**src/rtl/core/pafs_pkg.sv**
```systemverilog
// Shared types, constants and helpers for the page access frequency statistics block.
// No dependencies; imported by every module under rtl/core.
`timescale 1ns / 1ps

package pafs_pkg;

  // build-time sizes
  localparam int BUCKETS   = 16;
  localparam int NODES     = 8;
  localparam int FREQ_BITS = 8;

  // port widths fixed by the word format
  localparam int FREQ_W    = 8;
  localparam int NODE_W    = 3;
  localparam int BIDX_W    = 4;
  localparam int CNT_W     = 32;
  localparam int SUM_W     = 40;
  localparam int THR_W     = 16;
  localparam int LNC_W     = 4;
  localparam int CFG_W     = 16;
  localparam int CFG_IDX_W = 1;

  // configuration register indexes
  localparam logic [CFG_IDX_W-1:0] CFG_HOT_THRESHOLD    = 1'b0;
  localparam logic [CFG_IDX_W-1:0] CFG_LOCAL_NODE_COUNT = 1'b1;

  // input operations and result kinds
  localparam logic OP_RECORD      = 1'b0;
  localparam logic OP_READ_BUCKET = 1'b1;
  localparam logic KIND_STATS     = 1'b0;
  localparam logic KIND_BUCKET    = 1'b1;

  // frequencies are held to FREQ_BITS; also the minimum after a clear
  localparam logic [FREQ_W-1:0] FREQ_MASK = FREQ_W'((1 << FREQ_BITS) - 1);

  typedef logic [CNT_W-1:0]  cnt_t;
  typedef logic [SUM_W-1:0]  sum_t;
  typedef logic [FREQ_W-1:0] freq_t;

  // one record update, decoded in the top level
  typedef struct packed {
    logic  en;       // a page record is being applied this cycle
    logic  first;    // clear everything before counting
    logic  hist_en;  // record goes into the histogram
    freq_t freq;     // masked frequency
    logic  white;
    logic  hot;
  } upd_t;

  // run figures as they stand after the current record
  typedef struct packed {
    cnt_t  page_count;
    freq_t max_freq;
    freq_t min_freq;
    cnt_t  nonzero_count;
    sum_t  freq_total;
    cnt_t  zero_count;
    cnt_t  hot_count;
    cnt_t  white_count;
  } stats_t;

  // saturating counter step
  function automatic cnt_t sat_inc(input cnt_t v);
    return (v == '1) ? v : v + cnt_t'(1);
  endfunction

endpackage

```
**src/rtl/core/pafs_hist.sv**
```systemverilog
// Frequency histogram: one saturating counter per bucket, top bucket clamps.
// Depends on pafs_pkg for sizes, update word and sat_inc.
`timescale 1ns / 1ps

module pafs_hist (
  input  logic                    clk,
  input  logic                    rst_n,
  input  pafs_pkg::upd_t          upd,
  input  logic [pafs_pkg::BIDX_W-1:0] rd_index,
  output pafs_pkg::cnt_t          rd_value
);
  import pafs_pkg::*;

  cnt_t hist_r   [BUCKETS];
  cnt_t hist_nxt [BUCKETS];

  // each bucket decides on its own whether this record lands in it
  always_comb begin
    logic hit;
    cnt_t base;
    for (int i = 0; i < BUCKETS; i++) begin
      if (i < BUCKETS - 1) begin
        hit = upd.hist_en && (int'(upd.freq) == i);
      end else begin
        hit = upd.hist_en && (int'(upd.freq) >= BUCKETS - 1);
      end
      base = upd.first ? '0 : hist_r[i];
      hist_nxt[i] = hit ? sat_inc(base) : base;
    end
  end

  always_ff @(posedge clk) begin
    if (!rst_n) begin
      for (int i = 0; i < BUCKETS; i++) hist_r[i] <= '0;
    end else if (upd.en) begin
      for (int i = 0; i < BUCKETS; i++) hist_r[i] <= hist_nxt[i];
    end
  end

  // readout mux, indexes past the last bucket read as zero
  always_comb begin
    rd_value = '0;
    for (int i = 0; i < BUCKETS; i++) begin
      if (int'(rd_index) == i) rd_value = hist_r[i];
    end
  end

  // a first record kept out of the histogram leaves the buckets empty
  a_clear_on_first: assert property (@(posedge clk) disable iff (!rst_n)
    (upd.en && upd.first && !upd.hist_en) |=> (hist_r[0] == '0))
    else $error("histogram not cleared by first record");

  a_hold_idle: assert property (@(posedge clk) disable iff (!rst_n)
    !upd.en |=> (hist_r[BUCKETS-1] == $past(hist_r[BUCKETS-1])))
    else $error("histogram changed without a record");

  a_readout_range: assert property (@(posedge clk) disable iff (!rst_n)
    (int'(rd_index) >= BUCKETS) |-> (rd_value == '0))
    else $error("out of range bucket read non-zero");

endmodule

```
**src/rtl/core/pafs_stats.sv**
```systemverilog
// Scalar run figures: extremes, counts and the saturating frequency sum.
// Depends on pafs_pkg for the update and figures structs.
`timescale 1ns / 1ps

module pafs_stats (
  input  logic             clk,
  input  logic             rst_n,
  input  pafs_pkg::upd_t   upd,
  output pafs_pkg::stats_t stats_nxt
);
  import pafs_pkg::*;

  stats_t stats_r;
  stats_t base;
  logic [SUM_W:0] sum_wide;
  logic           nz;

  // figures the record is added to: cleared ones on the first record of a run
  always_comb begin
    if (upd.first) begin
      base               = '0;
      base.min_freq      = FREQ_MASK;
    end else begin
      base = stats_r;
    end
  end

  // apply the record
  always_comb begin
    nz       = (upd.freq != '0);
    sum_wide = {1'b0, base.freq_total} + (SUM_W + 1)'(upd.freq);

    stats_nxt               = base;
    stats_nxt.page_count    = sat_inc(base.page_count);
    stats_nxt.max_freq      = (upd.freq > base.max_freq) ? upd.freq : base.max_freq;
    stats_nxt.min_freq      = (upd.freq < base.min_freq) ? upd.freq : base.min_freq;
    if (nz) begin
      stats_nxt.nonzero_count = sat_inc(base.nonzero_count);
      stats_nxt.freq_total    = sum_wide[SUM_W] ? '1 : sum_wide[SUM_W-1:0];
    end else begin
      stats_nxt.zero_count    = sat_inc(base.zero_count);
    end
    if (upd.hot)   stats_nxt.hot_count   = sat_inc(base.hot_count);
    if (upd.white) stats_nxt.white_count = sat_inc(base.white_count);
  end

  always_ff @(posedge clk) begin
    if (!rst_n) begin
      stats_r          <= '0;
      stats_r.min_freq <= FREQ_MASK;
    end else if (upd.en) begin
      stats_r <= stats_nxt;
    end
  end

  // extremes stay ordered once a page has been seen
  a_min_le_max: assert property (@(posedge clk) disable iff (!rst_n)
    (stats_r.page_count != '0) |-> (stats_r.min_freq <= stats_r.max_freq))
    else $error("min frequency above max frequency");

  // no sum without a nonzero page
  a_sum_needs_nz: assert property (@(posedge clk) disable iff (!rst_n)
    (stats_r.nonzero_count == '0) |-> (stats_r.freq_total == '0))
    else $error("frequency sum without nonzero pages");

  // zero and nonzero counts stay empty while no page has been counted
  a_pages_split: assert property (@(posedge clk) disable iff (!rst_n)
    (stats_r.page_count == '0) |->
      (stats_r.zero_count == '0 && stats_r.nonzero_count == '0))
    else $error("counts without pages");

endmodule

```
**src/rtl/core/page_access_frequency_stats.sv**
```systemverilog
// Top level of the page access frequency statistics block: input register,
// record decode, result register. Depends on pafs_pkg, pafs_hist, pafs_stats.
//
//   port group | direction | handshake            | word
//   in_*       | in        | in_valid / in_stall   | op, node, freq, white, first, last, bucket
//   out_*      | out       | out_valid / out_stall | kind and run figures or bucket value
//   cfg_*      | in        | cfg_we                | hot threshold, local node count
//
// One word per cycle while in_stall is low; a result word passes the input register,
// then the result register. The rate is set by the single update stage between them.
// Synchronous active-low reset clears all figures, histogram, configuration and both valid bits.
// The input stalls only while the input register holds a word that produces a result
// and the result register is still held; other records keep flowing.
`timescale 1ns / 1ps

module page_access_frequency_stats (
  input  logic                           clk,
  input  logic                           rst_n,
  // input words
  input  logic                           in_valid,
  output logic                           in_stall,
  input  logic                           in_op,
  input  logic [pafs_pkg::NODE_W-1:0]    in_node,
  input  logic [pafs_pkg::FREQ_W-1:0]    in_freq,
  input  logic                           in_white,
  input  logic                           in_first,
  input  logic                           in_last,
  input  logic [pafs_pkg::BIDX_W-1:0]    in_bucket_index,
  // result words
  output logic                           out_valid,
  input  logic                           out_stall,
  output logic                           out_kind,
  output logic [pafs_pkg::CNT_W-1:0]     out_page_count,
  output logic [pafs_pkg::FREQ_W-1:0]    out_max_freq,
  output logic [pafs_pkg::FREQ_W-1:0]    out_min_freq,
  output logic [pafs_pkg::CNT_W-1:0]     out_nonzero_count,
  output logic [pafs_pkg::SUM_W-1:0]     out_freq_total,
  output logic [pafs_pkg::CNT_W-1:0]     out_zero_count,
  output logic [pafs_pkg::CNT_W-1:0]     out_hot_count,
  output logic [pafs_pkg::CNT_W-1:0]     out_white_count,
  output logic [pafs_pkg::CNT_W-1:0]     out_bucket_value,
  // configuration
  input  logic                           cfg_we,
  input  logic [pafs_pkg::CFG_IDX_W-1:0] cfg_index,
  input  logic [pafs_pkg::CFG_W-1:0]     cfg_data
);
  import pafs_pkg::*;

  // configuration registers
  logic [THR_W-1:0] hot_threshold_r;
  logic [LNC_W-1:0] local_node_count_r;

  // input register
  logic              in_v_r;
  logic              op_r;
  logic [NODE_W-1:0] node_r;
  freq_t             freq_r;
  logic              white_r;
  logic              first_r;
  logic              last_r;
  logic [BIDX_W-1:0] bidx_r;

  // result register
  logic   out_v_r;
  logic   kind_r;
  stats_t res_r;
  cnt_t   bucket_r;

  logic   has_result;
  logic   out_free;
  logic   fire;
  logic   load_in;
  upd_t   upd;
  stats_t stats_nxt;
  cnt_t   rd_value;

  // configuration writes
  always_ff @(posedge clk) begin
    if (!rst_n) begin
      hot_threshold_r    <= '0;
      local_node_count_r <= '0;
    end else if (cfg_we) begin
      unique case (cfg_index)
        CFG_HOT_THRESHOLD:    hot_threshold_r    <= cfg_data[THR_W-1:0];
        CFG_LOCAL_NODE_COUNT: local_node_count_r <= cfg_data[LNC_W-1:0];
        default: ;
      endcase
    end
  end

  // handshake between input register, update stage and result register
  assign has_result = (op_r == OP_READ_BUCKET) || last_r;
  assign out_free   = !out_v_r || !out_stall;
  assign fire       = in_v_r && (!has_result || out_free);
  assign in_stall   = in_v_r && !fire;
  assign load_in    = in_valid && !in_stall;

  // input register
  always_ff @(posedge clk) begin
    if (!rst_n) begin
      in_v_r <= 1'b0;
    end else if (load_in) begin
      in_v_r <= 1'b1;
    end else if (fire) begin
      in_v_r <= 1'b0;
    end
  end

  always_ff @(posedge clk) begin
    if (load_in) begin
      op_r    <= in_op;
      node_r  <= in_node;
      freq_r  <= in_freq & FREQ_MASK;
      white_r <= in_white;
      first_r <= in_first;
      last_r  <= in_last;
      bidx_r  <= in_bucket_index;
    end
  end

  // record decode
  always_comb begin
    upd.en      = fire && (op_r == OP_RECORD);
    upd.first   = first_r;
    upd.hist_en = (LNC_W'(node_r) >= local_node_count_r) || !white_r;
    upd.freq    = freq_r;
    upd.white   = white_r;
    upd.hot     = (THR_W'(freq_r) >= hot_threshold_r);
  end

  pafs_hist u_hist (
    .clk      (clk),
    .rst_n    (rst_n),
    .upd      (upd),
    .rd_index (bidx_r),
    .rd_value (rd_value)
  );

  pafs_stats u_stats (
    .clk       (clk),
    .rst_n     (rst_n),
    .upd       (upd),
    .stats_nxt (stats_nxt)
  );

  // result register
  always_ff @(posedge clk) begin
    if (!rst_n) begin
      out_v_r <= 1'b0;
    end else begin
      priority if (fire && has_result) begin
        out_v_r <= 1'b1;
      end else if (!out_stall) begin
        out_v_r <= 1'b0;
      end
    end
  end

  always_ff @(posedge clk) begin
    if (fire && has_result) begin
      if (op_r == OP_READ_BUCKET) begin
        kind_r   <= KIND_BUCKET;
        res_r    <= '0;
        bucket_r <= rd_value;
      end else begin
        kind_r   <= KIND_STATS;
        res_r    <= stats_nxt;
        bucket_r <= '0;
      end
    end
  end

  assign out_valid         = out_v_r;
  assign out_kind          = kind_r;
  assign out_page_count    = res_r.page_count;
  assign out_max_freq      = res_r.max_freq;
  assign out_min_freq      = res_r.min_freq;
  assign out_nonzero_count = res_r.nonzero_count;
  assign out_freq_total    = res_r.freq_total;
  assign out_zero_count    = res_r.zero_count;
  assign out_hot_count     = res_r.hot_count;
  assign out_white_count   = res_r.white_count;
  assign out_bucket_value  = bucket_r;

  // a word that produces a result always shows up on the output next cycle
  a_result_follows: assert property (@(posedge clk) disable iff (!rst_n)
    (fire && has_result) |=> out_v_r)
    else $error("result word lost");

  // only a full input register can hold off the sender
  a_stall_needs_word: assert property (@(posedge clk) disable iff (!rst_n)
    in_stall |-> (in_v_r && has_result && out_v_r && out_stall))
    else $error("input stalled without cause");

  // reset empties both registers
  a_reset_empty: assert property (@(posedge clk)
    !rst_n |=> (!out_v_r && !in_v_r))
    else $error("registers not empty after reset");

endmodule

```
**config.mk**
```make
export PLATFORM = sky130hd
export DESIGN_NAME = page_access_frequency_stats
export DESIGN_NICKNAME = d
export VERILOG_FILES = /design/src/rtl/core/pafs_pkg.sv /design/src/rtl/core/pafs_hist.sv /design/src/rtl/core/pafs_stats.sv /design/src/rtl/core/page_access_frequency_stats.sv
export SDC_FILE = /design/constraint.sdc
export NUM_CORES = 2
export LEC_CHECK = 0
export ABC_CLOCK_PERIOD_IN_PS = 15200
export BUFFER_PORTS_ARGS = -buffer_cell sky130_fd_sc_hd__clkbuf_2
export CORE_ASPECT_RATIO = 0.8
export CORE_MARGIN = 2
export CORE_UTILIZATION = 30
export CTS_CLUSTER_DIAMETER = 120
export DETAILED_ROUTE_END_ITERATION = 7
export PLACE_DENSITY = 0.47
export SYNTH_ARGS = -nofsm -noshare
export SYNTH_HDL_FRONTEND = slang
export SYNTH_SLANG_ARGS = --single-unit
```
**constraint.sdc**
```tcl
create_clock -name clk -period 15.2 [get_ports clk]
set_clock_uncertainty 0.15 [all_clocks]
set_input_delay 0.76 -clock clk [delete_from_list [all_inputs] [get_ports clk]]
set_output_delay 0.76 -clock clk [all_outputs]
set_load 0.01 [all_outputs]
```
**After elaboration in Yosys (flattened, before gate mapping)**

Memories as Yosys holds them, arrays and structs flattened.
Index checks and enable logic that the tools add are counted.

- Multiplexer cells: 102
- Order comparisons: 5
- Eq/ne operators: 51
- Reductions and logical operators: 37
- Add/subtract/negate cells: 22
- Bitwise operators: 18

Operators by type and width:

| cell | number |
|---|---|
| $mux 32 | 88 |
| $add 32x1->32 const B | 21 |
| $eq 32x32->1 const B | 21 |
| $mux 216 | 1 |
| $mux 72 | 1 |
| $eq 8x5->1 const B | 7 |
| $add 40x8->41 | 1 |
| $mux 40 | 1 |
| $eq 4x4->1 const B | 8 |
| $eq 8x4->1 const B | 4 |
| $logic_and 1x1->1 | 21 |
| $eq 4x3->1 const B | 4 |
| $eq 8x3->1 const B | 2 |
| $ge 8x16->1 | 1 |
| $mux 8 | 2 |
| $or 1x1->1 | 16 |
| $mux 1 | 9 |
| $eq 4x2->1 const B | 2 |
| $eq 8x2->1 const B | 1 |
| $ge 8x4->1 const B | 1 |
| $gt 8x8->1 | 1 |
| $logic_not 8->1 | 1 |
| $lt 8x8->1 | 1 |
| $reduce_bool 8->1 | 1 |
| other kinds (9) | 19 |

- Memory bits (writable): 512
- Input bits: 41
- Register bits: 506
- Memories kept: 1

Memory list:

| memory | words | width | read ports | clocked after memory_dff | write ports | line | RTL |
|---|---|---|---|---|---|---|---|
| u_hist.hist_r | 16 | 32 | 16 | 0 | 16 | pafs_hist.sv:14 | `cnt_t hist_r [BUCKETS];` |

**Longest topological paths before layout**

- Word-level depth: 17
- Mapped depth: 18
- Gate-level depth less buffers: 10

**Hierarchy**

From an unflattened synthesis, not the netlist that was laid out.

- Cells, all modules: 7243
- Area, all modules: 66729.0 um2

By module, submodules not included:

| module | sequential area each (um2) | cells an instance | area an instance (um2) | times used |
|---|---|---|---|---|
| pafs_hist | 15374.7 | 4263 | 38827.2 | 1 |
| pafs_stats | 4324.1 | 2296 | 16967.5 | 1 |
| page_access_frequency_stats | 8488.1 | 684 | 10934.2 | 1 |

**Least setup slack after synthesis**

OpenSTA, ideal clock, no wires.

- Path kind: input to register
- Start: in rst_n
- End: reg u_stats.stats_r[10] in the netlist's numbering
- Stages on the path: 7
- Setup slack: -1.576 ns
- Arrival: 15.891 ns
- Buffers on the path: 3
- Required time: 14.315 ns
- Cell sequence: clkbuf_1 -> inv_2 -> a31oi_1 -> inv_1 -> clkbuf_1 -> clkbuf_1 -> a31oi_1

RTL lines:

| element | line | RTL |
|---|---|---|
| start: declaration | page_access_frequency_stats.sv:18 | `input logic rst_n,` |
| end signal: assignment | pafs_stats.sv:52 | `stats_r <= stats_nxt;` |
| end: declaration | pafs_stats.sv:13 | `stats_t stats_r;` |

**Worst setup path after layout**

- Start: reg first_r
- End: reg res_r, in the netlist out_freq_total[27], data pin

- Longest elaborated chain between the ends: 4

RTL lines:

| element | line | RTL |
|---|---|---|
| start: declaration | page_access_frequency_stats.sv:59 | `logic first_r;` |
| start signal: assignment | page_access_frequency_stats.sv:115 | `first_r <= in_first;` |
| $mux 216 (*) | pafs_stats.sv:20 | `if (upd.first) begin` |
| $add 40x8->41 | pafs_stats.sv:31 | `sum_wide = {1'b0, base.freq_total} + (SUM_W + 1)'(upd.freq);` |
| $mux 40 | pafs_stats.sv:39 | `stats_nxt.freq_total = sum_wide[SUM_W] ? '1 : sum_wide[SUM_W-1:0];` |
| $mux 72 (*) | pafs_stats.sv:37 | `if (nz) begin` |
| end signal: assignment | page_access_frequency_stats.sv:167 | `res_r <= stats_nxt;` |
| end: declaration | page_access_frequency_stats.sv:66 | `stats_t res_r;` |

Every way passes the cells marked *; elsewhere a longest branch is shown, timed or not.
A chain may end at the register's enable or synchronous reset.

==> flow_metrics.env <==
export IMPL_outcome="finished, final reports clean"
export IMPL_yosysWarnings=0
export IMPL_mappedNetlistArea_sq_mm=0.0595
export IMPL_drc=0
export IMPL_peakVddDrop_mv=0.0916
export IMPL_ctsRootBufferMaster="clkbuf_16"
export IMPL_fin_ws_ns=10.37
export IMPL_grt_ovfl_total=0
export IMPL_met1_usage_pct=33.8
export IMPL_worst_r2r_cell_count=10
export IMPL_grt_pass1_vias=47766
export IMPL_gp_congestion=0.924
export IMPL_cellLeakagePower_uw=0.0223
export IMPL_cp_slowest_cell="nor2_1"
export IMPL_hold_path_depth=1
export IMPL_ant_nets=0
export IMPL_final_common_cell="nor2_1"
export IMPL_synth_ff_type="edfxtp_1"
export IMPL_grt_use_total_pct=22.1
export IMPL_cp_max_fo=123
export IMPL_rrSetupSlack_ns=10.37
export IMPL_numClockSinks=1018
export IMPL_firstDrtPassIters=6
export IMPL_synth_cells=6351
export IMPL_grt_max_degree=199
export IMPL_die_x_microns=502
export IMPL_rsz0062_at_grt="no"
export IMPL_pwr_density_cell_mw_per_mm2=101
export IMPL_cts_hold_fix_buffers=15
export IMPL_synth_edf_count=780
export IMPL_drt_iter0_markers=6471
export IMPL_finalHoldViolCount=0
export IMPL_cp_cell_sequence="buf_12 > buf_12 > nor2b_1 > ha_1 > a211oi_1 > o21ai_0 > nand3_1 > nor2_1 > nor2_1 > nor2_1"
export IMPL_dieHeight_microns=402
export IMPL_arrival_ns=5.36
export IMPL_setup_viol=0
export IMPL_worst_slew_pin_slew_ns=1.24
export IMPL_drive_gt1_share_pct=10.4
export IMPL_core_area_sq_mm=0.197
export IMPL_vias=51994
export IMPL_cts_buffer_depth=3
export IMPL_layout_common_cells="892 x nor2_1, 780 x edfxtp_1, 612 x nand2_1"
export IMPL_startpoint_type="flop"
export IMPL_final_max_slew_viol_count=0
export IMPL_path_class="flop to flop"
export IMPL_fill_cells=20220
export IMPL_wl_per_cell_microns=24.9
export IMPL_cts_max_level=3
export IMPL_antenna_found_initial=8
export IMPL_final_nets=6609
export IMPL_tns_ns=0
export IMPL_ys_types=106
export IMPL_period_needed_ns=4.83
export IMPL_io_pins=292
export IMPL_syn2layout_area_growth_pct=14.0
export IMPL_r2r_end="out_freq_total[27]$_SDFFCE_PP0P_"
export IMPL_grt_busiest_layer="met1"
export IMPL_finalCritPeriodShare_pct=31.7
export IMPL_critPathMostFrequentCell="nor2_1"
export IMPL_grt_util_met3_pct=4.23
export IMPL_fmax_mhz=207
export IMPL_start_util_pct=30.1
export IMPL_crit_required_ns=15.74
export IMPL_min_path_type="input port to flop"
export IMPL_seq_area_frac_synth_pct=47.4
export IMPL_synth_async_reset_ratio_pct=0
export IMPL_rows=146
export IMPL_syn_area_per_cell_sq_um=9.37
export IMPL_cts_buffers=116
export IMPL_drv_cap=0
export IMPL_grt_pass1_wl_microns=336000
export IMPL_hold_end="node_r[1]$_DFFE_PP_"
export IMPL_insertion_delay_ns=0.82
export IMPL_hold_start="in_node[1]"
export IMPL_slew_limit_headroom_pct=17.2
export IMPL_io_buffers=291
export IMPL_syn_nets=6448
export IMPL_wirelength_microns=231000
export IMPL_ctsResizeCount=0
export IMPL_rr_startpoint="first_r$_DFFE_PP_"
export IMPL_cts_tree="done"
export IMPL_synth_seq_cells=1018
export IMPL_dp_hpwl_microns=161000
export IMPL_via_per_inst=5.60
export IMPL_post_cts_setup_buffers=0
export IMPL_endpoint_kind="flop"
export IMPL_path_clk_slew_ns=0.07
export IMPL_grtUsageMet2_pct=31.3
export IMPL_dieArea_sq_mm=0.202
export IMPL_cp_slowest_stage_delay_ns=1.08
export IMPL_pre_cts_slack_ns=10.30
[logic make-up (layout without fill, tap and decap cells)]
| kind of cell | after synthesis | in the layout | share of synthesized area (%) |
|---|---|---|---|
| AND/OR/NAND/NOR | 2982 | 2982 | 25.5 |
| AO/OA/AOI/OAI | 1110 | 1110 | 11.9 |
| flip-flops | 1018 | 1018 | 47.4 |
| XOR/XNOR | 610 | 610 | 8.98 |
| buffers and inverters | 479 | 741 | 3.19 |
| multiplexers | 96 | 96 | 1.82 |
| adder cells (fa/ha/maj) | 56 | 56 | 1.19 |
| other | 0 | 5 | 0 |
[power by group]
group	leakage (uW)	internal (uW)	switching, uW	total [uW]
combinational	0.0104	167	405	572
clock	0.00192	1710	1290	2990
sequential	0.00999	3110	165	3280
[synth_stat cells, types with 25 or more instances]
cell type  number  area share [%]
a211oi_1       29            0.37
and2_1         72            0.76
buf_1          32            0.20
nor2b_1       178             1.9
and4b_1        38            0.64
nand2_1       615             3.9
xnor2_1       366             5.4
xor2_1        244             3.6
nand4_1       189             2.0
nor2_1        894             5.6
a22oi_1        30            0.38
nand3_1       310             2.6
a31oi_1        52            0.55
a21oi_1       292             2.5
dfxtp_1       238             8.0
a21o_1         25            0.32
a22o_1         32            0.47
mux2i_1        61             1.0
or3_1          85            0.89
nor4_1         62            0.65
nor3_1        135             1.1
clkbuf_1      266             1.7
edfxtp_1      780              39
o21ai_0       331             2.8
and3_1        130             1.4
ha_1           55             1.2
inv_1         130            0.82
a32o_1         35            0.59
and4_1         70             1.0
o22ai_1        53            0.56
buf_2          42            0.35
mux2_2         28            0.53
nand2b_1       43            0.45
[worst max path at each step]
stage | from | to | slack (ns)
2_1_floorplan | out_stall | out_bucket_value[0]$_SDFFCE_PN0P_ | 1.40
3_3_place_gp | first_r$_DFFE_PP_ | out_freq_total[27]$_SDFFCE_PP0P_ | 10.37
3_5_place_dp | first_r$_DFFE_PP_ | out_freq_total[27]$_SDFFCE_PP0P_ | 10.30
4_1_cts | first_r$_DFFE_PP_ | out_freq_total[27]$_SDFFCE_PP0P_ | 10.36
5_1_grt | first_r$_DFFE_PP_ | u_stats.stats_r[127]$_SDFFE_PN0P_ | 10.00
6_report | first_r$_DFFE_PP_ | out_freq_total[27]$_SDFFCE_PP0P_ | 10.37
[layout make-up]
cell class              instances  area (sq um)  area share, %
multi-input cells            4854         29500           43.5
flip-flops and latches       1018         28200           41.6
well taps                    2664          3330           4.91
clock buffers                 150          3120           4.60
repair buffers                390          2290           3.37
clock inverters                69           840           1.24
inverters                     132           513          0.756
diodes                          5          12.5         0.0184
[flip-flops by register name, summed over array words and instances (netlist names), 16 cells and up]
signal and flops:
out_zero_count 32, out_page_count 32, out_white_count 32, hot_threshold_r 16
out_nonzero_count 32, out_freq_total 40, out_hot_count 32, u_stats.stats_r 216
out_bucket_value 32, u_hist.hist_r 512
[stage by stage]
| step | hold WS (ns) | instance area, sq um | power [uW] | utilization (%) | cells |
|---|---|---|---|---|---|
| final | 0.0535 | 67800 | 6840 | 34.3 | 9282 |
| after global routing | 0.00380 | 67800 | 7050 | 34.3 | 9278 |
| after CTS | 0.00199 | 67800 | 6890 | 34.3 | 9277 |
| after detailed placement | 0.286 | 63700 | 3890 | 32.3 | 9043 |
| after global placement | 0.283 | 63700 | 3890 | 32.3 | 9043 |
| after floorplan | 0.267 | 59500 | 3630 | - | 6351 |
[per-layer routing]
layer | share of wire (%) | vias up | wire length, microns
li1 | - | 23525 | -
met1 | 46 | 25761 | 107000
met2 | 41 | 2390 | 95500
met3 | 9.3 | 316 | 21600
met4 | 2.9 | 2 | 6660
met5 | 0.0078 | - | 18
[critical path: cells and delay by family (launching register included)]
family          cells  cell delay (ns)
flops               1             0.49
simple gates        5             2.07
compound gates      2             0.61
fa+ha+maj           1             0.40
buf+inv             2             0.96
Power figures use the tool's default switching activity.
